`src/hw/rtl/skb_pkg.sv`:
```
// Shared constants, types and codes for the sorted key bucket.
package skb_pkg;

    localparam int CAPACITY     = 16;
    localparam int PAYLOAD_BITS = 32;
    localparam int KEY_W        = 32;
    localparam int CNT_W        = $clog2(CAPACITY + 1);
    localparam int CNT_OUT_W    = 5;
    localparam int STATUS_W     = 2;
    localparam int OP_W         = 2;

    localparam logic [OP_W-1:0] OP_INSERT = 2'd0;
    localparam logic [OP_W-1:0] OP_LOOKUP = 2'd1;
    localparam logic [OP_W-1:0] OP_REMOVE = 2'd2;
    localparam logic [OP_W-1:0] OP_CLEAR  = 2'd3;

    localparam logic [STATUS_W-1:0] ST_DONE    = 2'd0;
    localparam logic [STATUS_W-1:0] ST_MISSING = 2'd1;
    localparam logic [STATUS_W-1:0] ST_FULL    = 2'd2;

    typedef logic signed [KEY_W-1:0] key_t;
    typedef logic [PAYLOAD_BITS-1:0] pay_t;

    typedef struct packed {
        logic do_ins;
        logic do_rem;
    } cell_cmd_t;

endpackage

```
`src/hw/rtl/skb_cell.sv`:
```
// One list slot: holds a key and payload, compares and shifts with its neighbors.
module skb_cell (
    input  logic               clk,
    input  logic               occ,
    input  skb_pkg::cell_cmd_t cmd,
    input  skb_pkg::key_t      op_key,
    input  skb_pkg::pay_t      op_pay,
    input  skb_pkg::key_t      left_key,
    input  skb_pkg::pay_t      left_pay,
    input  logic               left_pos,
    input  skb_pkg::key_t      right_key,
    input  skb_pkg::pay_t      right_pay,
    input  logic               prev_match,
    output skb_pkg::key_t      key,
    output skb_pkg::pay_t      pay,
    output logic               pos,
    output logic               match,
    output skb_pkg::pay_t      hit_pay
);

    skb_pkg::key_t key_reg;
    skb_pkg::key_t key_next;
    skb_pkg::pay_t pay_reg;
    skb_pkg::pay_t pay_next;
    logic          ge;
    logic          le;

    assign ge      = op_key >= key_reg;
    assign le      = key_reg <= op_key;
    assign match   = occ && (op_key == key_reg);
    assign pos     = occ ? ge : 1'b1;
    assign hit_pay = (match && !prev_match) ? pay_reg : '0;
    assign key     = key_reg;
    assign pay     = pay_reg;

    always_comb
    begin
        key_next = key_reg;
        pay_next = pay_reg;
        if (cmd.do_ins)
        begin
            if (left_pos)
            begin
                key_next = left_key;
                pay_next = left_pay;
            end
            else if (pos)
            begin
                key_next = op_key;
                pay_next = op_pay;
            end
        end
        else if (cmd.do_rem && le)
        begin
            key_next = right_key;
            pay_next = right_pay;
        end
    end

    always_ff @(posedge clk)
    begin
        key_reg <= key_next;
        pay_reg <= pay_next;
    end

endmodule

```
`src/hw/rtl/sorted_key_bucket.sv`:
```
// An accepted item is registered, then executed once the result register is free;
// its result is registered at execution. Throughput: one item per cycle while the
// result side keeps up; every cell compares against the key and, on an insert or a
// remove, shifts one place. Reset clears the fill count and the handshake state;
// entry contents are not cleared and are never read before being written.
module sorted_key_bucket (
    input  logic        clk,
    input  logic        rst_n,
    input  logic        s_tvalid,
    output logic        s_tready,
    input  logic [63:0] s_tdata,   // key[31:0], payload[63:32]
    input  logic [1:0]  s_tuser,   // opcode[1:0]
    output logic        m_tvalid,
    input  logic        m_tready,
    output logic [39:0] m_tdata,   // payload_out[31:0], entry_count[36:32], zero[39:37]
    output logic [2:0]  m_tuser    // found[0], status[2:1]
);

    localparam int N  = skb_pkg::CAPACITY;
    localparam int CW = skb_pkg::CNT_W;
    localparam int PB = skb_pkg::PAYLOAD_BITS;

    logic                              busy_reg;
    logic                              busy_next;
    logic [skb_pkg::OP_W-1:0]          op_reg;
    skb_pkg::key_t                     key_reg;
    skb_pkg::pay_t                     pay_reg;
    logic [CW-1:0]                     count_reg;
    logic [CW-1:0]                     count_next;
    logic                              m_valid_reg;
    logic                              m_valid_next;
    logic                              found_reg;
    logic [31:0]                       pout_reg;
    logic [skb_pkg::STATUS_W-1:0]      status_reg;
    logic [skb_pkg::CNT_OUT_W-1:0]     cnt_out_reg;

    logic                              accept;
    logic                              exec;
    logic                              full;
    logic                              found;
    logic [PB+31:0]                    pay_in_wide;
    logic [PB+31:0]                    hit_wide;
    logic [CW+skb_pkg::CNT_OUT_W-1:0]  cnt_wide;
    logic [skb_pkg::STATUS_W-1:0]      status_next;
    skb_pkg::cell_cmd_t                cmd;
    skb_pkg::pay_t                     hit_any;

    skb_pkg::key_t                     c_key   [N];
    skb_pkg::pay_t                     c_pay   [N];
    logic [N-1:0]                      c_pos;
    logic [N-1:0]                      c_match;
    logic [N-1:0]                      c_occ;
    skb_pkg::pay_t                     c_hit   [N];

    assign exec     = busy_reg && (!m_valid_reg || m_tready);
    assign s_tready = !busy_reg || exec;
    assign accept   = s_tvalid && s_tready;
    assign full     = count_reg == CW'(N);
    assign found    = |c_match;

    assign pay_in_wide = {{PB{1'b0}}, s_tdata[63:32]};

    assign cmd.do_ins = exec && (op_reg == skb_pkg::OP_INSERT) && !full;
    assign cmd.do_rem = exec && (op_reg == skb_pkg::OP_REMOVE) && found;

    genvar gi;
    generate
        for (gi = 0; gi < N; gi++)
        begin : g_cell
            assign c_occ[gi] = count_reg > CW'(gi);
            if (gi == 0)
            begin : g_first
                skb_cell u_cell (
                    .clk        (clk),
                    .occ        (c_occ[gi]),
                    .cmd        (cmd),
                    .op_key     (key_reg),
                    .op_pay     (pay_reg),
                    .left_key   ('0),
                    .left_pay   ('0),
                    .left_pos   (1'b0),
                    .right_key  (c_key[gi+1]),
                    .right_pay  (c_pay[gi+1]),
                    .prev_match (1'b0),
                    .key        (c_key[gi]),
                    .pay        (c_pay[gi]),
                    .pos        (c_pos[gi]),
                    .match      (c_match[gi]),
                    .hit_pay    (c_hit[gi])
                );
            end
            else if (gi == N - 1)
            begin : g_last
                skb_cell u_cell (
                    .clk        (clk),
                    .occ        (c_occ[gi]),
                    .cmd        (cmd),
                    .op_key     (key_reg),
                    .op_pay     (pay_reg),
                    .left_key   (c_key[gi-1]),
                    .left_pay   (c_pay[gi-1]),
                    .left_pos   (c_pos[gi-1]),
                    .right_key  ('0),
                    .right_pay  ('0),
                    .prev_match (c_match[gi-1]),
                    .key        (c_key[gi]),
                    .pay        (c_pay[gi]),
                    .pos        (c_pos[gi]),
                    .match      (c_match[gi]),
                    .hit_pay    (c_hit[gi])
                );
            end
            else
            begin : g_mid
                skb_cell u_cell (
                    .clk        (clk),
                    .occ        (c_occ[gi]),
                    .cmd        (cmd),
                    .op_key     (key_reg),
                    .op_pay     (pay_reg),
                    .left_key   (c_key[gi-1]),
                    .left_pay   (c_pay[gi-1]),
                    .left_pos   (c_pos[gi-1]),
                    .right_key  (c_key[gi+1]),
                    .right_pay  (c_pay[gi+1]),
                    .prev_match (c_match[gi-1]),
                    .key        (c_key[gi]),
                    .pay        (c_pay[gi]),
                    .pos        (c_pos[gi]),
                    .match      (c_match[gi]),
                    .hit_pay    (c_hit[gi])
                );
            end
        end
    endgenerate

    always_comb
    begin
        hit_any = '0;
        for (int i = 0; i < N; i++)
        begin
            hit_any = hit_any | c_hit[i];
        end
    end

    assign hit_wide = {32'b0, hit_any};

    always_comb
    begin
        count_next  = count_reg;
        status_next = skb_pkg::ST_DONE;
        case (op_reg)
            skb_pkg::OP_INSERT:
            begin
                if (full)
                begin
                    status_next = skb_pkg::ST_FULL;
                end
                else
                begin
                    count_next = count_reg + CW'(1);
                end
            end
            skb_pkg::OP_LOOKUP:
            begin
                if (!found)
                begin
                    status_next = skb_pkg::ST_MISSING;
                end
            end
            skb_pkg::OP_REMOVE:
            begin
                if (found)
                begin
                    count_next = count_reg - CW'(1);
                end
                else
                begin
                    status_next = skb_pkg::ST_MISSING;
                end
            end
            default:
            begin
                count_next = '0;
            end
        endcase
    end

    assign cnt_wide = {{skb_pkg::CNT_OUT_W{1'b0}}, count_next};

    assign busy_next    = accept ? 1'b1 : (exec ? 1'b0 : busy_reg);
    assign m_valid_next = exec ? 1'b1 : (m_tready ? 1'b0 : m_valid_reg);

    always_ff @(posedge clk or negedge rst_n)
    begin
        if (!rst_n)
        begin
            busy_reg    <= 1'b0;
            m_valid_reg <= 1'b0;
            count_reg   <= '0;
        end
        else
        begin
            busy_reg    <= busy_next;
            m_valid_reg <= m_valid_next;
            if (exec)
            begin
                count_reg <= count_next;
            end
        end
    end

    always_ff @(posedge clk)
    begin
        if (accept)
        begin
            op_reg  <= s_tuser;
            key_reg <= s_tdata[31:0];
            pay_reg <= pay_in_wide[PB-1:0];
        end
        if (exec)
        begin
            found_reg   <= found && (op_reg == skb_pkg::OP_LOOKUP || op_reg == skb_pkg::OP_REMOVE);
            pout_reg    <= (op_reg == skb_pkg::OP_LOOKUP) ? hit_wide[31:0] : 32'd0;
            status_reg  <= status_next;
            cnt_out_reg <= cnt_wide[skb_pkg::CNT_OUT_W-1:0];
        end
    end

    assign m_tvalid = m_valid_reg;
    assign m_tdata  = {3'b0, cnt_out_reg, pout_reg};
    assign m_tuser  = {status_reg, found_reg};

    assert property (@(posedge clk) disable iff (!rst_n)
        count_reg <= CW'(N))
        else $error("fill count above capacity");

    assert property (@(posedge clk) disable iff (!rst_n)
        cmd.do_ins |=> count_reg == $past(count_reg) + CW'(1))
        else $error("insert did not grow the list");

    assert property (@(posedge clk) disable iff (!rst_n)
        exec && op_reg == skb_pkg::OP_INSERT && full |=> m_tuser[2:1] == skb_pkg::ST_FULL)
        else $error("drop on full list not flagged");

    assert property (@(posedge clk) disable iff (!rst_n)
        exec |=> m_tvalid)
        else $error("executed item produced no result");

    assert property (@(posedge clk) disable iff (!rst_n)
        m_tvalid && m_tuser[0] |-> m_tuser[2:1] == skb_pkg::ST_DONE)
        else $error("hit reported with non-done status");

endmodule

```
`config.mk`:
```
export PLATFORM = sky130hd
export DESIGN_NAME = sorted_key_bucket
export DESIGN_NICKNAME = d
export VERILOG_FILES = /design/src/hw/rtl/skb_pkg.sv /design/src/hw/rtl/skb_cell.sv /design/src/hw/rtl/sorted_key_bucket.sv
export SDC_FILE = /design/constraint.sdc
export NUM_CORES = 2
export LEC_CHECK = 0
export ABC_AREA = 0
export BUFFER_PORTS_ARGS = -buffer_cell sky130_fd_sc_hd__buf_4
export CORE_MARGIN = 2
export CORE_UTILIZATION = 35
export CTS_CLUSTER_DIAMETER = 30
export DETAILED_ROUTE_END_ITERATION = 8
export GPL_TIMING_DRIVEN = 0
export PLACE_DENSITY = 0.51
export REMOVE_ABC_BUFFERS = 1
export SLEW_MARGIN = 10
export SYNTH_ARGS = -nofsm -noshare
export SYNTH_HDL_FRONTEND = slang
export SYNTH_SLANG_ARGS = --single-unit
```
`constraint.sdc`:
```
create_clock -name clk -period 25.7 [get_ports clk]
set_input_delay 5.14 -clock clk [delete_from_list [all_inputs] [get_ports clk]]
set_output_delay 5.14 -clock clk [all_outputs]
set_load 0.005 [all_outputs]
```
==> flow_summary.json <==
{
  "cts.clk_slew.worst_paths_ns": 0.04,
  "synth_flop_cell": "edfxtp_1",
  "powerDensity_nw_per_um2": 80.8,
  "ys_ff_latch": 1137,
  "first_global_vias": 58300,
  "relSlewSlack": 0.125,
  "drive_above_1_share": 0.146,
  "die_x_um": 446,
  "wire_per_inst_um": 31.5,
  "vias_per_cell": 6.48,
  "cts_root_buf": "clkbuf_16",
  "clock_sinks": 1137,
  "max_cap_viol_count": 0,
  "regToRegStartpoint": "key_reg[15]$_DFFE_PP_",
  "seq_area_frac_synth": 0.498,
  "min_from": "busy_reg$_DFFE_PN0P_",
  "io_pins": 115,
  "ir_drop_v": 0.000105,
  "place_congestion": 0.906,
  "tritoncts": "built",
  "post_cts_resized": 0,
  "io_buffers": 111,
  "postCtsSetupBuffers": 0,
  "grt.total_usage": 0.289,
  "yosys_warnings": 0,
  "end_kind": "output pin",
  "cts_buffers": 356,
  "layout.nets": 7137,
  "outcome": "complete, no violations",
  "timing.final.crit_share": 0.418,
  "critical_path_class": "input port to output pin",
  "critPathRequiredTime_ns": 20.56,
  "insertion_delay_ns": 0.97,
  "worstPathArrival_ns": 5.59,
  "seq_area_sq_um": 34100,
  "power_leakage_nw": 34.8,
  "syn_avg_cell_area_sq_um": 10.8,
  "ctsHoldBuffers": 0,
  "drc": 0,
  "synth-edff-count": 1130,
  "layout.cells.non_filler": 9365,
  "ctsHtreeMaxLevel": 5,
  "placed_cells": 8729,
  "crit_fanout": 3,
  "initial_core_util": 0.352,
  "cp-start-kind": "input port",
  "final.setup_skew_ns": 0.0962,
  "grt_max_degree": 76,
  "finalHoldViolations": 0,
  "gr-total-overflow": 0,
  "rsz0062_at_grt": "no",
  "fill_cells": 17600,
  "finalWorstSetupSlack_ns": 14.97,
  "row_count": 162,
  "fmax_ghz": 0.0932,
  "setup_viol": 0,
  "worst_pin_slew_ns": 1.30,
  "die_area_sq_um": 199000,
  "layout-area-overhead-vs-synth_pct": 29.4,
  "clk_path_buf_depth": 4,
  "crit_start": "m_tready",
  "multi_input_area_sq_um": 32500,
  "vias": 60700,
  "grt_pass1_wl_um": 421000,
  "antenna_found_initial": 10,
  "ant_nets": 0,
  "dieHeight_um": 446,
  "drv_slew": 0,
  "layout_min_cycle_time_ns": 10.73,
  "synthDistinctLibCells": 68,
  "fin_tns_setup_ns": 0,
  "hp-class": "flip-flop to flip-flop",
  "synth_cells": 6348,
  "synthArstFlopShare": 0.00616,
  "post-place-ws_ns": 14.97,
  "core_area_sq_um": 195000,
  "first_pass_iters": 9,
  "dp_hpwl_um": 201000,
  "synthesis.area_sq_um": 68500,
  "drt_iter0_drc": 8475,
  "drt-total-wl_um": 295000
}
[through the flow]
step / area, sq um / hold WS, ns / util / total power, W
global route: 88600 / 0.551 / 0.455 / 0.00735
floorplan: 66300 / 0.457 / - / 0.00271
CTS: 88600 / 0.528 / 0.455 / 0.00717
finish: 88600 / 0.518 / 0.455 / 0.00716
global placement: 70300 / 0.468 / 0.361 / 0.00303
detailed placement: 77100 / 0.494 / 0.396 / 0.00297
[logic make-up (layout without fill, tap and decap cells)]
group | count (synthesis) | in the layout | share of synthesized area
AO/OA/AOI/OAI | 1679 | 1679 | 0.190
XOR/XNOR | 8 | 8 | 0.00102
adder cells (fa/ha/maj) | 522 | 522 | 0.0954
buffers and inverters | 629 | 1098 | 0.0362
flip-flops | 1137 | 1137 | 0.498
multiplexers | 182 | 182 | 0.0268
other | 1 | 7 | 0.0000548
AND/OR/NAND/NOR | 2190 | 2190 | 0.152
[synthesized netlist by cell type (4+ instances only)]
cell | n | area (sq um)
a2111oi_0 | 8 | 70.1
a211oi_1 | 22 | 165
a21boi_0 | 15 | 113
a21o_1 | 69 | 518
a21oi_1 | 307 | 1540
a221o_1 | 451 | 4510
a221oi_1 | 19 | 166
a222oi_1 | 63 | 631
a22o_1 | 9 | 78.8
a22oi_1 | 148 | 1110
a31oi_1 | 14 | 87.6
and2_1 | 8 | 50.1
and3_1 | 336 | 2100
and4_1 | 15 | 131
buf_1 | 39 | 146
buf_2 | 79 | 395
buf_4 | 4 | 30.0
clkbuf_1 | 430 | 1610
dfrtp_1 | 7 | 175
edfxtp_1 | 1130 | 33900
ha_1 | 522 | 6530
inv_1 | 74 | 278
mux2_2 | 11 | 124
mux2i_1 | 171 | 1710
nand2_1 | 707 | 2650
nand2b_1 | 16 | 100
nand3_1 | 440 | 2200
nand4_1 | 147 | 920
nor2_1 | 422 | 1580
nor2b_1 | 34 | 213
nor3_1 | 19 | 95.1
nor3b_1 | 7 | 52.6
nor4_1 | 15 | 93.8
o2111ai_1 | 5 | 43.8
o211ai_1 | 361 | 2710
o21a_1 | 42 | 315
o21ai_0 | 82 | 410
o21bai_1 | 5 | 37.5
o221ai_1 | 14 | 123
o22ai_1 | 6 | 37.5
o311a_1 | 7 | 70.1
o31a_1 | 8 | 70.1
o31ai_1 | 7 | 52.6
or2_2 | 5 | 31.3
xnor2_1 | 7 | 61.3
[layout make-up]
type	instances	share of cell area
antenna	4	0.000113
clock inverter	214	0.0235
tap	2542	0.0359
multi-input combinational	4584	0.367
timing repair buffer	389	0.0793
sequential	1137	0.385
inverter	77	0.00332
clock buffer	418	0.105
[final timing paths]
check | to | slack [ns] | cells after the start
min reg2reg | m_tvalid$_DFFE_PN0P_ | 0.52 | 1
max in group asynchronous | count_reg[4]$_DFFE_PN0P_ | 21.46 | 1
min | m_tvalid$_DFFE_PN0P_ | 0.52 | 1
min in group asynchronous | busy_reg$_DFFE_PN0P_ | 4.02 | 1
max | s_tready | 14.97 | 3
max reg2reg | g_cell[3].g_mid.u_cell.key[25]$_DFFE_PP_ | 18.68 | 14
[routing by layer]
metal | vias up | wire (um) | track usage
li1 | 25800 | - | -
met3 | 851 | 32200 | 0.0740
met1 | 30000 | 116000 | 0.378
met2 | 3976 | 131000 | 0.442
met4 | 6 | 15700 | 0.140
met5 | - | 40 | 0
[placed cells by master (no fill, tap or decap), drive strengths merged, types with 14 or more instances in the layout]
master	n
a211oi	22
a21boi	15
a21o	69
a21oi	307
a221o	451
a221oi	19
a222oi	63
a22oi	148
a31oi	14
and3	336
and4	15
buf	389
bufinv	39
clkbuf	418
clkinv	144
clkinvlp	26
edfxtp	1130
ha	522
inv	82
mux2i	171
nand2	707
nand2b	16
nand3	440
nand4	147
nor2	423
nor2b	34
nor3	21
nor4	18
o211ai	361
o21a	42
o21ai	83
o221ai	14
[report_power, final]
part | internal (W) | switching (W) | total, W
clock | 0.00293 | 0.00126 | 0.00420
sequential | 0.00214 | 0.0000661 | 0.00221
combinational | 0.000281 | 0.000471 | 0.000752
total | 0.00536 | 0.00180 | 0.00716
[critical path, stage by stage]
cell and delay, ns:
buf_4 0.11, nand3b_1 0.19, buf_4 0.16
(Power assumes the default switching activity.)
